[config.mk]
export PLATFORM = sky130hd
export DESIGN_NAME = ssg_div_cell
export DESIGN_NICKNAME = d
export VERILOG_FILES = /design/src/hw/rtl/ssg_pkg.sv /design/src/hw/rtl/ssg_div_cell.sv
export SDC_FILE = /design/constraint.sdc
export NUM_CORES = 1
export LEC_CHECK = 0
export BUFFER_PORTS_ARGS = -buffer_cell sky130_fd_sc_hd__buf_2
export CAP_MARGIN = 10
export CORE_AREA = 2 2 169 171
export DETAILED_ROUTE_END_ITERATION = 10
export DIE_AREA = 0 0 171 173
export PLACE_DENSITY = 0.73
export SETUP_SLACK_MARGIN = 0.2
export SLEW_MARGIN = 40
export SYNTH_ARGS = -nofsm -noshare
export SYNTH_HDL_FRONTEND = slang
export SYNTH_SLANG_ARGS = --single-unit
[constraint.sdc]
create_clock -name clock -period 6.84 [get_ports clock]
set_input_delay 0.684 -clock clock [delete_from_list [all_inputs] [get_ports clock]]
set_output_delay 0.684 -clock clock [all_outputs]
set_load 0.05 [all_outputs]
[src/hw/rtl/ssg_pkg.sv]
// ---------------------------------------------------------------------------
// Spatial stereo gain package
// Widths, register codes and the pipeline word types used across the design.
// ---------------------------------------------------------------------------
package ssg_pkg;

   localparam int unsigned WORLD_EXTENT_DEF = 4096;

   localparam int POS_W      = 20;
   localparam int GAIN_W     = 16;
   localparam int RIGHT_W    = 16;
   localparam int OUT_GAIN_W = 16;
   localparam int DIST_W     = 20;

   localparam int DELTA_W = 21;
   localparam int SQ_W    = 40;
   localparam int DSQ_W   = 42;
   localparam int ROOT_W  = 21;
   localparam int PROD_W  = DELTA_W + RIGHT_W;
   localparam int DOT_W   = 39;
   localparam int PREM_W  = 38;
   localparam int REF2_W  = 40;
   localparam int ADEN_W  = 43;
   localparam int AREM_W  = 56;
   localparam int QUO_W   = 18;
   localparam int ATT_W   = 17;
   localparam int PAN_W   = 19;

   localparam int CSR_DATA_W = 32;
   localparam int CSR_ADDR_W = 3;

   localparam logic [OUT_GAIN_W-1:0] GAIN_ONE = 16'h8000;
   localparam logic [15:0]           HALF_ONE = 16'h4000;

   typedef enum logic {
      CSR_REF_DISTANCE = 1'b0,
      CSR_MAX_DISTANCE = 1'b1
   } csr_index_type;

   // Word that walks down the square root chain.
   typedef struct packed {
      logic [DSQ_W-1:0]        rem;
      logic [ROOT_W-1:0]       root;
      logic signed [DOT_W-1:0] dot;
      logic [DSQ_W-1:0]        dsq;
      logic [GAIN_W-1:0]       gain;
      logic                    far;
      logic                    zero;
   } root_word_type;

   // Word that walks down the divider chain: pan lane and attenuation lane.
   typedef struct packed {
      logic [PREM_W-1:0] prem;
      logic [ROOT_W-1:0] pden;
      logic [QUO_W-1:0]  pq;
      logic              pneg;
      logic [AREM_W-1:0] arem;
      logic [ADEN_W-1:0] aden;
      logic [QUO_W-1:0]  aq;
      logic [GAIN_W-1:0] gain;
      logic              far;
      logic              zero;
   } div_word_type;

endpackage

[src/hw/rtl/ssg_div_cell.sv]
// ---------------------------------------------------------------------------
// Divider cell
// One restoring quotient bit for the pan and the attenuation division.
// ---------------------------------------------------------------------------
module ssg_div_cell #(
   parameter int BIT_POS = 0
) (
   input  logic                  clock,
   input  logic                  reset,
   input  logic                  in_valid,
   input  ssg_pkg::div_word_type in_word,
   input  logic                  down_en,
   output logic                  up_en,
   output logic                  out_valid,
   output ssg_pkg::div_word_type out_word
);
   localparam int PT_W = ssg_pkg::ROOT_W + ssg_pkg::QUO_W;
   localparam int AT_W = ssg_pkg::ADEN_W + ssg_pkg::QUO_W;

   logic [PT_W-1:0]       p_shift;
   logic [AT_W-1:0]       a_shift;
   logic                  p_take;
   logic                  a_take;
   logic                  valid_ff;
   ssg_pkg::div_word_type word_ff;
   ssg_pkg::div_word_type word_in;

   assign p_shift = PT_W'(in_word.pden) << BIT_POS;
   assign a_shift = AT_W'(in_word.aden) << BIT_POS;
   assign p_take  = PT_W'(in_word.prem) >= p_shift;
   assign a_take  = AT_W'(in_word.arem) >= a_shift;

   always_comb begin
      word_in = in_word;
      if (p_take) begin
         word_in.prem        = ssg_pkg::PREM_W'(PT_W'(in_word.prem) - p_shift);
         word_in.pq[BIT_POS] = 1'b1;
      end
      if (a_take) begin
         word_in.arem        = ssg_pkg::AREM_W'(AT_W'(in_word.arem) - a_shift);
         word_in.aq[BIT_POS] = 1'b1;
      end
   end

   assign up_en = !valid_ff || down_en;

   always_ff @(posedge clock) begin
      if (reset) begin
         valid_ff <= 1'b0;
      end else if (up_en) begin
         valid_ff <= in_valid;
      end
   end

   always_ff @(posedge clock) begin
      if (up_en) begin
         word_ff <= word_in;
      end
   end

   assign out_valid = valid_ff;
   assign out_word  = word_ff;
endmodule

==> out/summary.txt <==
Status -> complete, no violations
Clock Skews -> 0.01035 ns
Worst skew pair latency -> 0.53 ns
R2r worst-path depth -> 2
Lkg Pwr -> 0.006664 uW
TritonCTS Buffers -> 23
Commonest non-fill, non-tap cell in the layout -> buf_2
Post_cts resized -> 0
Avg Cell Area, Syn -> 10.81 sq um
Critical path class -> input pin to flop
Net Sw Power -> 1489 uW
Share of power burned in registers -> 0.398
Root buf cell -> clkbuf_16
FF-to-FF setup slack -> 5.21 ns
I/O Pins -> 432
Final Non-Filler Cells -> 1917
Port-buffer cells -> 431
First-pass GRT wire length -> 53130 um
Post-synthesis register bit count -> 214
Post-Syn Instances -> 1093
DRT Pass-1 Iters -> 6
P&R area growth vs syn -> 27.83%
Hold Crit Start -> reset
Post-DP HPWL -> 27960 um
Slew headroom -> 0.3964
Hold-fix buffer count after cts -> 0
Standard-cell row count -> 61
Cell Area, Synth -> 11820 sq um
Required time of the worst setup path -> 7.10 ns
Nets -> 1803
Minimum clock period -> 3.676 ns
Max-cap violations -> 0
Vias -> 10.03k
Max-slew violations -> 0
Final worst-path setup slack -> 3.164 ns
CTS tree -> built
Width of the die -> 171 um
Internal -> 2686 uW
HP Class -> input pin to flop
Synth warnings -> 0
Clock H-tree levels -> 1
Critical path capture point type -> flop
Post-route DRC -> 0
Hold-critical path depth -> 2
Initial antenna violation count -> 8
Comb power frac -> 0.300
Clock group share of total power -> 0.301
Register area share after synthesis -> 0.5428
Core Util, Final -> 0.5469
PD cells -> 276.3 nW/um^2
Final WL -> 35310 um
Worst EP arrival -> 3.94 ns
Die area -> 29580 sq um
Die Y -> 173 um
Clk buf depth -> 3
Place WS -> 2.630 ns
CP max FO -> 44
Starting density of the core -> 0.4278
Worst hold slack -> 0.3147 ns
Number of global-route vias before repair -> 9943
Multi-input gate area -> 4882 sq um
Endpoints failing hold -> 0
GRT Total Usage -> 0.2274
Overflow after GRT -> 0
Switch share -> 0.3567
Post-synthesis cell type count -> 68
ANT nets after route -> 0
Routed length per instance -> 18.42 um
F_max -> 272.1 MHz
Hold Path Sink -> out_valid$_SDFFE_PP0P_
Largest net degree at the start of global routing -> 76
Share of layout cells above drive strength 1 -> 0.3255
Final setup violation count -> 0
Actual slew at the worst max-slew pin -> 0.8978 ns
Top_reg_cell synth -> edfxtp_1
DR iter-0 viols -> 535
RSZ-0062 raised after global routing -> false
Inst Count DP -> 1872
Syn nets -> 1376
Clock transition at path regs -> 0.06 ns
Worst R2R Start -> out_valid$_SDFFE_PP0P_
Setup Buffers After CTS -> 0
Critical R2R Capture -> out_word[129]$_DFFE_PP_
Most frequent cells in the layout -> buf_2 (431), edfxtp_1 (213), nand2_1 (133)
Fraction of registers with async set/reset -> 0
Routability cong. -> 0.9000
Fillers -> 2422
Worst VDD drop -> 0.1952 mV
# clock sinks -> 214
Vias per cell -> 5.232
Setup_tns -> 0 ns
Critical path startpoint category -> input pin
Placeable core region -> 27630 sq um
Post-synth EDFFs -> 213
Ratio of final minimum period to clock period -> 0.5374
FF+latch area -> 6416 sq um
## through the flow
stage          area, sq um  total power, uW
2_1_floorplan        11820             2599
3_3_place_gp         14310             2924
3_5_place_dp         14330             2938
4_1_cts              15080             4208
5_1_grt              15110             4345
6_report             15110             4175
## power groups by stage
stage	registers (uW)	clock network [uW]	logic (uW)
after global placement	1690	0	1240
after floorplan	2230	0	371
after CTS	1660	1290	1250
after global routing	1680	1340	1330
final	1660	1260	1250
after detailed placement	1690	0	1250
## worst max path at each step
stage | start | to | depth (start not counted)
2_1_floorplan | down_en | up_en | 1
6_report | in_word[36] | out_word[124]$_DFFE_PP_ | 12
5_1_grt | in_word[76] | out_word[124]$_DFFE_PP_ | 12
4_1_cts | in_word[36] | out_word[124]$_DFFE_PP_ | 12
3_5_place_dp | in_word[36] | out_word[124]$_DFFE_PP_ | 12
3_3_place_gp | in_word[76] | out_word[124]$_DFFE_PP_ | 12
## metal layers
layer | GRT usage | routed length [um] | vias up | share of wire
met1 | 0.2505 | 12870 | 4659 | 0.36
met3 | 0.05768 | 2886 | 93 | 0.082
met5 | 0 | 64 | - | 0.0018
met2 | 0.4074 | 17930 | 429 | 0.51
li1 | - | - | 4838 | -
met4 | 0.1038 | 1559 | 10 | 0.044
## registers in the layout, indices dropped and copies added (netlist names)
signal and flops:
out_valid 1, out_word 213
## cell usage after synthesis, types with 5 or more instances
master | number | area [sq um]
a21o_1 | 27 | 202.7
a21oi_1 | 86 | 430.4
a31oi_1 | 8 | 50.05
and3_1 | 5 | 31.28
buf_2 | 15 | 75.07
buf_6 | 5 | 56.30
clkbuf_1 | 12 | 45.04
edfxtp_1 | 213 | 6396
ha_1 | 64 | 800.8
inv_1 | 91 | 341.6
nand2_1 | 133 | 499.2
nand2b_1 | 10 | 62.56
nand3_1 | 22 | 110.1
nand4_1 | 25 | 156.4
nor2_1 | 49 | 183.9
nor2b_1 | 8 | 50.05
nor3_1 | 19 | 95.09
o21a_1 | 6 | 45.04
o21ai_0 | 100 | 500.5
o21ai_1 | 5 | 25.02
o21bai_1 | 15 | 112.6
o31ai_1 | 6 | 45.04
or3_1 | 8 | 50.05
xnor2_1 | 51 | 446.7
xor2_1 | 36 | 315.3
## critical path, stage by stage
cell and delay, ns:
buf_2 0.11, ha_1 0.23, fa_1 0.41, nand2b_1 0.20, a21o_1 0.20, a21oi_1 0.36
a31o_2 0.38, o21bai_1 0.13, and2_2 0.46, or2_4 0.36, nor4_2 0.31, xor2_1 0.11
## cell type report
class / instances / area share
multi-input cells: 752 / 0.3231
flip-flops and latches: 214 / 0.4246
clock buffers: 27 / 0.03909
well taps: 378 / 0.03130
diodes: 3 / 0.0004969
inverters: 91 / 0.02261
repair buffers: 438 / 0.1478
clock inverters: 14 / 0.01093
## logic make-up (layout without fill, tap and decap cells)
kind of cell             after synthesis  after routing  share of synthesized area
AND/OR/NAND/NOR                      311            311                     0.1298
AO/OA/AOI/OAI                        285            285                     0.1435
flip-flops                           214            214                     0.5428
buffers and inverters                127            570                    0.04552
XOR/XNOR                              87             87                    0.06446
adder cells (fa/ha/maj)               66             66                    0.07113
multiplexers                           3              3                   0.002752
other                                  0              3                          0
Note: power is estimated with default switching activity, not from simulation.
