$ cat src/hw/rtl/ssg_pkg.sv
// ---------------------------------------------------------------------------
// Spatial stereo gain package
// Widths, register codes and the pipeline word types used across the design.
// ---------------------------------------------------------------------------
package ssg_pkg;

   localparam int unsigned WORLD_EXTENT_DEF = 4096;

   localparam int POS_W      = 20;
   localparam int GAIN_W     = 16;
   localparam int RIGHT_W    = 16;
   localparam int OUT_GAIN_W = 16;
   localparam int DIST_W     = 20;

   localparam int DELTA_W = 21;
   localparam int SQ_W    = 40;
   localparam int DSQ_W   = 42;
   localparam int ROOT_W  = 21;
   localparam int PROD_W  = DELTA_W + RIGHT_W;
   localparam int DOT_W   = 39;
   localparam int PREM_W  = 38;
   localparam int REF2_W  = 40;
   localparam int ADEN_W  = 43;
   localparam int AREM_W  = 56;
   localparam int QUO_W   = 18;
   localparam int ATT_W   = 17;
   localparam int PAN_W   = 19;

   localparam int CSR_DATA_W = 32;
   localparam int CSR_ADDR_W = 3;

   localparam logic [OUT_GAIN_W-1:0] GAIN_ONE = 16'h8000;
   localparam logic [15:0]           HALF_ONE = 16'h4000;

   typedef enum logic {
      CSR_REF_DISTANCE = 1'b0,
      CSR_MAX_DISTANCE = 1'b1
   } csr_index_type;

   // Word that walks down the square root chain.
   typedef struct packed {
      logic [DSQ_W-1:0]        rem;
      logic [ROOT_W-1:0]       root;
      logic signed [DOT_W-1:0] dot;
      logic [DSQ_W-1:0]        dsq;
      logic [GAIN_W-1:0]       gain;
      logic                    far;
      logic                    zero;
   } root_word_type;

   // Word that walks down the divider chain: pan lane and attenuation lane.
   typedef struct packed {
      logic [PREM_W-1:0] prem;
      logic [ROOT_W-1:0] pden;
      logic [QUO_W-1:0]  pq;
      logic              pneg;
      logic [AREM_W-1:0] arem;
      logic [ADEN_W-1:0] aden;
      logic [QUO_W-1:0]  aq;
      logic [GAIN_W-1:0] gain;
      logic              far;
      logic              zero;
   } div_word_type;

endpackage

$ cat src/hw/rtl/ssg_root_cell.sv
// ---------------------------------------------------------------------------
// Square root cell
// Decides one bit of the integer square root and hands the word onward.
// ---------------------------------------------------------------------------
module ssg_root_cell #(
   parameter int BIT_POS = 0
) (
   input  logic                   clock,
   input  logic                   reset,
   input  logic                   in_valid,
   input  ssg_pkg::root_word_type in_word,
   input  logic                   down_en,
   output logic                   up_en,
   output logic                   out_valid,
   output ssg_pkg::root_word_type out_word
);
   localparam int T_W = ssg_pkg::DSQ_W + 2;

   logic [T_W-1:0]         trial;
   logic                   take;
   logic                   valid_ff;
   ssg_pkg::root_word_type word_ff;
   ssg_pkg::root_word_type word_in;

   // Trial subtrahend (2*root + 2^k) * 2^k for the bit under test.
   assign trial = (T_W'(in_word.root) << (BIT_POS + 1)) + (T_W'(1) << (2 * BIT_POS));
   assign take  = T_W'(in_word.rem) >= trial;

   always_comb begin
      word_in = in_word;
      if (take) begin
         word_in.rem              = ssg_pkg::DSQ_W'(T_W'(in_word.rem) - trial);
         word_in.root[BIT_POS]    = 1'b1;
      end
   end

   assign up_en = !valid_ff || down_en;

   always_ff @(posedge clock) begin
      if (reset) begin
         valid_ff <= 1'b0;
      end else if (up_en) begin
         valid_ff <= in_valid;
      end
   end

   always_ff @(posedge clock) begin
      if (up_en) begin
         word_ff <= word_in;
      end
   end

   assign out_valid = valid_ff;
   assign out_word  = word_ff;
endmodule

$ cat config.mk
export PLATFORM = sky130hd
export DESIGN_NAME = ssg_root_cell
export DESIGN_NICKNAME = d
export VERILOG_FILES = /design/src/hw/rtl/ssg_pkg.sv /design/src/hw/rtl/ssg_root_cell.sv
export SDC_FILE = /design/constraint.sdc
export NUM_CORES = 1
export LEC_CHECK = 0
export ABC_AREA = 0
export BUFFER_PORTS_ARGS = -buffer_cell sky130_fd_sc_hd__clkbuf_2
export CAP_MARGIN = 30
export CORE_ASPECT_RATIO = 0.6
export CORE_UTILIZATION = 30
export DETAILED_ROUTE_END_ITERATION = 10
export GPL_TIMING_DRIVEN = 0
export SLEW_MARGIN = 25
export SYNTH_ARGS = -nofsm -noshare
export SYNTH_HDL_FRONTEND = slang
export SYNTH_SLANG_ARGS = --single-unit
$ cat constraint.sdc
create_clock -name clock -period 7 [get_ports clock]
set_input_delay 0.7 -clock clock [delete_from_list [all_inputs] [get_ports clock]]
set_output_delay 0.7 -clock clock [all_outputs]
set_load 0.02 [all_outputs]
==> results of run 1 <==
cell type report:
cell class / instances / area (um^2)
Tap cell: 308 / 385
Inverter: 31 / 116
Fill cell: 2174 / 12800
Sequential cell: 163 / 4880
Buffer: 9 / 68.8
Timing Repair Buffer: 332 / 1730
Multi-Input combinational cell: 274 / 1910
Clock buffer: 19 / 433
Clock inverter: 13 / 97.6
registers in the layout, indices dropped and copies added (netlist names):
register   count
out_valid      1
out_word     162
logic make-up after synthesis:
| group | count (synthesis) |
|---|---|
| xor+xnor | 38 |
| fa+ha+maj | 23 |
| compound gates | 98 |
| buf+inv | 40 |
| flops | 163 |
| simple gates | 115 |
through the flow:
step / setup TNS [ns] / total power (W) / cells / hold WS (ns) / setup WS (ns)
after CTS: 0 / 0.00253 / 1149 / 0.399 / 3.63
after global routing: 0 / 0.00260 / 1149 / 0.416 / 3.43
after floorplan: 0 / 0.00147 / 477 / 0.769 / 1.55
after detailed placement: 0 / 0.00166 / 1117 / 0.859 / 3.18
after global placement: -11.87 / 0.00166 / 1114 / 0.854 / -0.994
final: 0 / 0.00249 / 1149 / 0.431 / 3.65
layer usage:
layer  global-route usage  vias up  wire, um
li1                     -     2516         -
met1                0.231     2491      9180
met2                0.264      215      9180
met3               0.0590       20      1750
met4               0.0404        2       236
met5                    0        -        13
placed cells by master, fill, tap and decap left out, drive strengths merged, types with 2 or more instances in the layout:
cell and instances:
clkbuf 351, edfxtp 162, a21oi 39, inv 38, nand2 26, nor2 26
ha 22, xor2 21, o21ai 21, xnor2 17, a21o 11, nand4 9
buf 9, nor4 8, nor3 8, o21bai 5, or4 5, nand2b 5
clkinv 5, a31oi 4, a211oi 4, and2 3, o21a 3, and3 3
nand3 3, or4b 3, or3 3, nand3b 3, and4 3, or2 3
nor2b 2, o211ai 2, o31ai 2
power groups by stage:
| stage | combinational, W | sequential (W) | clock (W) |
|---|---|---|---|
| floorplan | 0.000133 | 0.00134 | 0 |
| global placement | 0.000428 | 0.00123 | 0 |
| detailed placement | 0.000436 | 0.00122 | 0 |
| CTS | 0.000438 | 0.00120 | 0.000890 |
| global route | 0.000469 | 0.00121 | 0.000927 |
| finish | 0.000434 | 0.00120 | 0.000862 |
worst paths after layout:
kind	slack (ns)	startpoint	cells past startpoint	to
min	0.43	reset	2	out_valid
max reg2reg	5.39	out_valid	3	out_word[126]
max	3.65	in_word[99]	10	out_word[159]
min reg2reg	0.89	out_valid	1	out_word[92]
cell usage after synthesis (all sizes together), types with 5 or more instances:
cell / number / share of area
edfxtp: 162 / 0.70
a21oi: 39 / 0.028
inv: 31 / 0.017
nand2: 26 / 0.014
nor2: 26 / 0.014
ha: 22 / 0.040
o21ai: 21 / 0.016
xor2: 21 / 0.026
xnor2: 17 / 0.021
a21o: 11 / 0.012
nand4: 9 / 0.0090
nor3: 8 / 0.0079
nor4: 8 / 0.0072
buf: 6 / 0.0083
nand2b: 5 / 0.0056
o21bai: 5 / 0.0054
or4: 5 / 0.0059
==> metrics.yaml, run 1 <==
cts_htree_levels: 4
synth_register_bits: 163
clkLatencyLatePin_ns: 0.42
asyncSetResetFlopFracSynth: 0
drt.antenna.violating_nets: 0
nets: 1017
grt_use_total: 0.171
tightestPinTransition_ns: 0.909
critical_path_class: "primary input to register"
fp.coreArea_um2: 22400
power_density_nw_per_um2: 259
power.net_switching_w: 0.000706
cts_made_buffers: 17
placed_cell_areas_um2: 9090
post_synth_adder_cell_area: 0.0424
max_cap_viol_count: 0
die_area_um2: 23800
power.leakage_nw: 4.30
die_width_um: 199
crit_family: "compound AO/OA/AOI/OAI gates"
critPathCaptureType: "register"
die_height_um: 120
initial_utilization: 0.311
hold_crit_class: "primary input to register"
postSynthCellCount: 477
post-route-min-period_ns: 3.35
fin_worst_skew_ns: 0.00763
synthesis_to_finish_area_growth_pct: 38.2
crit_fanout: 10
worst_path_largest_cell_delay_ns: 0.78
yosys_warnings: 0
hold_viol: 0
timing.critical_path.arrival_ns: 3.52
mean_cell_area_of_the_mapped_netlist_um2: 14.6
synthMuxAreaShare: 0
floorplan.io_pins: 330
critPathSlowestCell: "o31ai_2"
via_count: 5244
grt_overflow_total: 0
first_global_vias: 5083
grt_pass1_wl_um: 29900
antenna_cells: 0
timing.critical_path.required_ns: 7.17
tritoncts_num_sinks: 163
grt_max_degree: 50
cp_cell_sequence: "clkbuf_2 -> inv_1 -> ha_1 -> a211oi_1 -> o21a_1 -> a211o_1 -> a21oi_1 -> o31ai_2 -> or4b_1 -> xnor2_1"
ctsHoldBuffers: 0
worst_slew_margin_rel: 0.391
final_layout_size_suffix_gt1_frac: 0.454
dr.pass1.iters: 5
average_vias_per_placed_instance: 4.56
wirelength_um: 20400
synth_cell_types: 56
detail_route.drc_violations: 0
initial_antenna_violation_count: 1
tritoncts: "built"
synth_flop_cell: "edfxtp_1"
number_of_flops_mapped_to_enable_cells_by_yosys: 162
switching_share: 0.283
cts_root_buffer: "clkbuf_16"
fmax_ghz: 0.299
postCtsSetupBuffers: 0
post_drt_wl_per_cell_um: 17.7
combinational_family_with_the_most_area_after_synthesis: "simple AND/OR/NAND/NOR gates"
internal-power_w: 0.00179
place_hpwl_um: 16000
yosys.area_share.simple: 0.0927
fin_area_um2: 9620
cts_buffer_depth: 2
gp_congestion: 0.799
detail_route.iter0.violations: 306
setup_viol: 0
crit_path_start_kind: "primary input"
clockPowerShare: 0.346
slew_violations: 0
cp_num_buf_inv: 2
rsz_0062_raised_after_global_routing: "false"
power.ir.vdd_worst_mv: 0.156
synth_fp_nets: 666
fraction_of_the_yosys_area_taken_by_sequential_cells: 0.702
part_of_the_total_power_dissipated_in_sequential_elements: 0.480
synth_xor_area_frac: 0.0478
cts_resized: 0
count_of_input_and_output_buffers: 329
syn-cell-area_um2: 6960
min_period_over_period: 0.478
clk_pin_slew_worst_paths_ns: 0.06
synth_compound_area_frac: 0.0888
run_status: "finished, final reports clean"
power_share_of_the_combinational_group: 0.174
placementRows: 42
fin_util: 0.430
(Power assumes the default switching activity.)
==> inputs of run 2 (changes only) <==
==> constraint.sdc (replaced) <==
create_clock -name clock -period 3.25 [get_ports clock]
set_input_delay 0.325 -clock clock [delete_from_list [all_inputs] [get_ports clock]]
set_output_delay 0.325 -clock clock [all_outputs]
set_load 0.02 [all_outputs]
==> run 2 against run 1 <==
Effect of this change: count of clock-buffer cells in the layout fell by 1; flip-flop and latch count did not move; critical path depth rose by 1; wire length fell by 1.0%.
==> metrics.yaml, run 2 (synthesized netlist as in run 1, its figures left out) <==
run_status: "finished, final reports clean"  # unchanged
timing.critical_path.arrival_ns: 3.18  # was 3.52 ns
grt_use_total: 0.171  # about the same
tightestPinTransition_ns: 0.876  # was 0.909 ns
commonest_cells_after_routing_fill_and_taps_aside: "clkbuf_2 (329), edfxtp_1 (162), a21oi_1 (39)"  # unchanged
hold_crit_class: "primary input to register"  # unchanged
grt_max_degree: 56  # was 50
largest_register_ffs: 162  # unchanged
initial_utilization: 0.311  # unchanged
fin_worst_skew_ns: 0.00756  # was 0.00763 ns
initial_antenna_violation_count: 2  # was 1
hold_viol: 0  # unchanged
mostFrequentLayoutCell: "clkbuf_2"  # unchanged
clk_pin_slew_worst_paths_ns: 0.07  # was 0.06 ns
via_count: 5251  # was 5244
place_worst_setup_slack_ns: -0.178  # was 3.18 ns
cts_made_buffers: 17  # unchanged
drt.antenna.violating_nets: 0  # unchanged
grt_pass1_wl_um: 29800  # was 29900 um
cp_cell_sequence: "clkbuf_2 -> inv_1 -> ha_1 -> a211oi_1 -> o21a_1 -> a211o_1 -> a21oi_1 -> o31ai_2 -> buf_4 -> or4b_1 -> xnor2_1"  # was clkbuf_2 -> inv_1 -> ha_1 -> a211oi_1 -> o21a_1 -> a211o_1 -> a21oi_1 -> o31ai_2 -> or4b_1 -> xnor2_1
power_density_nw_per_um2: 574  # was 259 nW/um^2
n_fill_cell: 2155  # was 2174
cp_num_buf_inv: 3  # was 2
cts_htree_levels: 4  # unchanged
tritoncts_num_sinks: 163  # unchanged
crit-reg2reg-capture: "out_word[0]"  # was out_word[126]
fp.coreArea_um2: 22400  # unchanged
placementRows: 42  # unchanged
fmax_ghz: 0.334
rr_startpoint: "out_valid"  # unchanged
die_area_um2: 23800  # unchanged
holdPathEnd: "out_valid"  # unchanged
cts_buffer_depth: 2  # unchanged
post-route-min-period_ns: 3.00
power.ir.vdd_worst_mv: 0.373  # was 0.156 mV
tritoncts: "built"  # unchanged
detail_route.drc_violations: 0  # unchanged
wirelength_um: 20200  # was 20400 um
antenna_cells: 0  # unchanged
finalHoldWorstSlack_ns: 0.0565  # was 0.431 ns
worst_path_largest_cell_delay_ns: 0.58  # was 0.78 ns
floorplan.io_pins: 330  # unchanged
critical_path_class: "primary input to register"  # unchanged
hold_path_depth: 2  # unchanged
gp_congestion: 0.813  # was 0.799
grt_overflow_total: 0  # unchanged
first_global_vias: 5028  # was 5083
setup_total_negative_slack_ns: 0  # unchanged
average_vias_per_placed_instance: 4.57  # was 4.56
worst-r2r-cell-count: 2  # was 3
critPathCaptureType: "register"  # unchanged
ctsHoldBuffers: 0  # unchanged
place_hpwl_um: 15600  # was 16000 um
worst_slew_margin_rel: 0.414  # was 0.391
count_of_input_and_output_buffers: 329  # unchanged
nets: 1018  # was 1017
crit_family: "compound AO/OA/AOI/OAI gates"  # unchanged
max_cap_viol_count: 0  # unchanged
rsz_0062_raised_after_global_routing: "false"  # unchanged
post_drt_wl_per_cell_um: 17.5  # was 17.7 um
clkLatencyLatePin_ns: 0.43  # was 0.42 ns
min-delay-start: "reset"  # unchanged
crit_fanout: 6  # was 10
final.setup.worst_slack_ns: 0.252  # was 3.65 ns
detail_route.iter0.violations: 366  # was 306
die_width_um: 199  # unchanged
r2r_setup_slack_ns: 1.93  # was 5.39 ns
postCtsSetupBuffers: 0  # unchanged
slew_violations: 0  # unchanged
synthesis_to_finish_area_growth_pct: 39.2  # was 38.2%
setup_viol: 0  # unchanged
cts_root_buffer: "clkbuf_16"  # unchanged
final_layout_size_suffix_gt1_frac: 0.458  # was 0.454
crit_path_start_kind: "primary input"  # unchanged
dr.pass1.iters: 5  # unchanged
timing.critical_path.required_ns: 3.43  # was 7.17 ns
report.power.total_w: 0.00556  # was 0.00249 W
min_period_over_period: 0.923
critPathSlowestCell: "o31ai_2"  # unchanged
die_height_um: 120  # unchanged
cts_resized: 0  # unchanged
power.leakage_nw: 4.33  # was 4.30 nW
[run 2: cell types whose count changed in the layout (fill, tap and decap cells not counted), moves of 2 or more]
cell and change:
inv_6 -6, inv_8 +5, clkinv_1 -2, clkinv_2 -2, clkinv_4 +2, clkinv_8 +2
[run 2: layout make-up]
type	count	area, um^2	area share
Sequential cell	163	4880	0.504
Multi-Input combinational cell	274	1910	0.197
Timing Repair Buffer	333	1730	0.178
Clock buffer	18	429	0.0443
Tap cell	308	385	0.0398
Clock inverter	14	171	0.0177
Inverter	31	116	0.0120
Buffer	9	68.8	0.00710
[run 2: layer usage]
layer  GRT usage  wire (um)  vias up
li1            -          -     2522
met1       0.238       9360     2515
met2       0.256       8980      198
met3      0.0599       1700       12
met4      0.0346        107        4
met5           0         26        -
[run 2: worst register-to-register path, delay by kind of cell, from the launching register on]
| kind | cells | cell delay, ns |
|---|---|---|
| AND/OR/NAND/NOR | 1 | 0.30 |
| buffers and inverters | 1 | 0.31 |
| flip-flops | 1 | 0.35 |
[run 2: worst max-delay path by stage]
stage               depth (start not counted)  slack (ns)          from       endpoint
floorplan                                   1        0.31       down_en    out_word[0]
global placement                            3       -1.03       down_en          up_en
detailed placement                         10       -0.18   in_word[99]  out_word[159]
CTS                                        10        0.26   in_word[99]  out_word[159]
global route                               12        0.14  in_word[112]  out_word[159]
finish                                     11        0.25   in_word[99]  out_word[159]
[run 2: through the flow]
step / cell area, um^2 / utilization / instances
after global routing: 9690 / 0.433 / 1150
after floorplan: 6960 / - / 477
after detailed placement: 9080 / 0.406 / 1117
final: 9690 / 0.433 / 1150
after CTS: 9680 / 0.433 / 1149
after global placement: 9000 / 0.402 / 1114
[run 2: where the power goes]
part / total (W) / internal (W) / switching [W]
clock network: 0.00205 / 0.00110 / 0.000948
registers: 0.00258 / 0.00253 / 0.0000507
logic: 0.000935 / 0.000332 / 0.000603
total: 0.00556 / 0.00396 / 0.00160
==> inputs of run 3 (changes only) <==
--- a/config.mk
+++ b/config.mk
@@ -12,6 +12,7 @@
 export CORE_UTILIZATION = 30
 export DETAILED_ROUTE_END_ITERATION = 10
 export GPL_TIMING_DRIVEN = 0
+export MAX_ROUTING_LAYER = met4
 export SLEW_MARGIN = 25
 export SYNTH_ARGS = -nofsm -noshare
 export SYNTH_HDL_FRONTEND = slang
==> run 3 against run 2 <==
Effect of this change: flip-flop and latch count unchanged; largest cell class unchanged; worst setup slack lost 0.025 ns; highest routed layer is now met4; final area barely moved; largest power group unchanged.
==> metrics.yaml, run 3 (synthesized netlist as in run 1, its figures left out) <==
setup_viol: 0  # unchanged
grt_pass1_wl_um: 29800  # about the same
cts_resized: 0  # unchanged
worst-r2r-cell-count: 2  # unchanged
fp.coreArea_um2: 22400  # unchanged
worst_slew_margin_rel: 0.427  # was 0.414
timing.critical_path.required_ns: 3.43  # about the same
count_of_input_and_output_buffers: 329  # unchanged
clkLatencyLatePin_ns: 0.43  # about the same
die_area_um2: 23800  # unchanged
cp_cell_sequence: "clkbuf_2 -> inv_1 -> ha_1 -> a211oi_1 -> o21a_1 -> a211o_1 -> a21oi_1 -> o31ai_2 -> buf_4 -> or4b_1 -> xnor2_1"  # unchanged
gp_congestion: 0.825  # was 0.813
detail_route.drc_violations: 0  # unchanged
clk_pin_slew_worst_paths_ns: 0.07  # about the same
power.leakage_nw: 4.33  # about the same
cp.depth: 11  # unchanged
post-place-cells: 1117  # unchanged
tightestPinTransition_ns: 0.856  # was 0.876 ns
mostFrequentLayoutCell: "clkbuf_2"  # unchanged
cts_made_buffers: 17  # unchanged
via_count: 5226  # was 5251
placementRows: 42  # unchanged
crit-reg2reg-capture: "out_word[45]"  # was out_word[0]
place_hpwl_um: 15600  # unchanged
critPathCaptureType: "register"  # unchanged
cts_htree_levels: 4  # unchanged
rr_startpoint: "out_valid"  # unchanged
commonest_cells_after_routing_fill_and_taps_aside: "clkbuf_2 (329), edfxtp_1 (162), a21oi_1 (39)"  # unchanged
power.ir.vdd_worst_mv: 0.373  # about the same
wirelength_um: 20200  # about the same
die_height_um: 120  # unchanged
min-delay-start: "reset"  # unchanged
final.setup.worst_slack_ns: 0.227  # was 0.252 ns
timing.critical_path.arrival_ns: 3.21  # was 3.18 ns
tritoncts_num_sinks: 163  # unchanged
rsz_0062_raised_after_global_routing: "false"  # unchanged
die_width_um: 199  # unchanged
crit_fanout: 6  # unchanged
crit_family: "compound AO/OA/AOI/OAI gates"  # unchanged
critPathSlowestCell: "o31ai_2"  # unchanged
tritoncts: "built"  # unchanged
place_worst_setup_slack_ns: -0.178  # unchanged
initial_antenna_violation_count: 2  # unchanged
cts_root_buffer: "clkbuf_16"  # unchanged
first_global_vias: 5040  # was 5028
nets: 1018  # unchanged
ctsHoldBuffers: 0  # unchanged
crit_path_end: "out_word[159]"  # unchanged
floorplan.io_pins: 330  # unchanged
power_density_nw_per_um2: 574  # about the same
drt.antenna.violating_nets: 0  # unchanged
synthesis_to_finish_area_growth_pct: 39.3  # was 39.2%
fmax_ghz: 0.331  # was 0.334 GHz
average_vias_per_placed_instance: 4.54  # was 4.57
fin_worst_skew_ns: 0.00749  # was 0.00756 ns
postCtsSetupBuffers: 0  # unchanged
hold_crit_class: "primary input to register"  # unchanged
cts_buffer_depth: 2  # unchanged
grt_overflow_total: 0  # unchanged
critical_path_class: "primary input to register"  # unchanged
hold_viol: 0  # unchanged
number_of_cells_in_the_finished_layout_apart_from_fillers: 1152  # was 1150
detail_route.iter0.violations: 347  # was 366
slew_violations: 0  # unchanged
cp_num_buf_inv: 3  # unchanged
post-route-min-period_ns: 3.02  # was 3.00 ns
dr.pass1.iters: 5  # unchanged
final_layout_size_suffix_gt1_frac: 0.458  # unchanged
grt_max_degree: 56  # unchanged
worst_path_largest_cell_delay_ns: 0.62  # was 0.58 ns
fin_util: 0.433  # about the same
min_period_over_period: 0.930  # was 0.923
crit_path_start_kind: "primary input"  # unchanged
setup_total_negative_slack_ns: 0  # unchanged
run_status: "finished, final reports clean"  # unchanged
crit_path_start: "in_word[99]"  # unchanged
r2r_setup_slack_ns: 1.93  # about the same
initial_utilization: 0.311  # unchanged
max_cap_viol_count: 0  # unchanged
largest_register_ffs: 162  # unchanged
post_drt_wl_per_cell_um: 17.5  # about the same
grt_use_total: 0.176  # was 0.171
==> run 3: cell types whose count changed in the layout (fill, tap and decap cells not counted) <==
| cell | previous run | this run |
|---|---|---|
| diode_2 | 0 | 2 |
==> run 3: worst min-delay path by stage <==
stage	to	slack, ns	cells after the start
final	out_valid	0.05	2
after global routing	out_word[64]	0.04	1
after CTS	out_valid	0.03	2
after detailed placement	out_valid	0.50	2
after global placement	out_valid	0.48	2
after floorplan	out_valid	0.39	1
==> run 3: final cells by class <==
class | instances | area [um^2]
Antenna cell | 2 | 5.00
Buffer | 9 | 68.8
Clock buffer | 18 | 429
Clock inverter | 14 | 171
Fill cell | 2154 | 12700
Inverter | 31 | 116
Multi-Input combinational cell | 274 | 1910
Sequential cell | 163 | 4880
Tap cell | 308 | 385
Timing Repair Buffer | 333 | 1730
==> run 3: metrics by stage <==
stage / instance area (um^2) / hold slack (ns) / total power [W]
floorplan: 6960 / 0.394 / 0.00316
global placement: 9000 / 0.483 / 0.00355
detailed placement: 9080 / 0.499 / 0.00356
CTS: 9680 / 0.0327 / 0.00564
global route: 9700 / 0.0382 / 0.00581
finish: 9700 / 0.0540 / 0.00557
==> run 3: routing by layer <==
metal  wire length, um  GRT usage  vias to the layer above
met5                 0          -                        -
met4                68     0.0346                        0
met3              1510     0.0548                        6
met2              9060      0.258                      192
met1              9550      0.239                     2510
li1                  -          -                     2518
==> run 3: where the power goes <==
part	internal (W)	switching [W]	total, W
clock network	0.00110	0.000949	0.00205
logic	0.000332	0.000603	0.000936
registers	0.00253	0.0000512	0.00258
total	0.00396	0.00160	0.00557
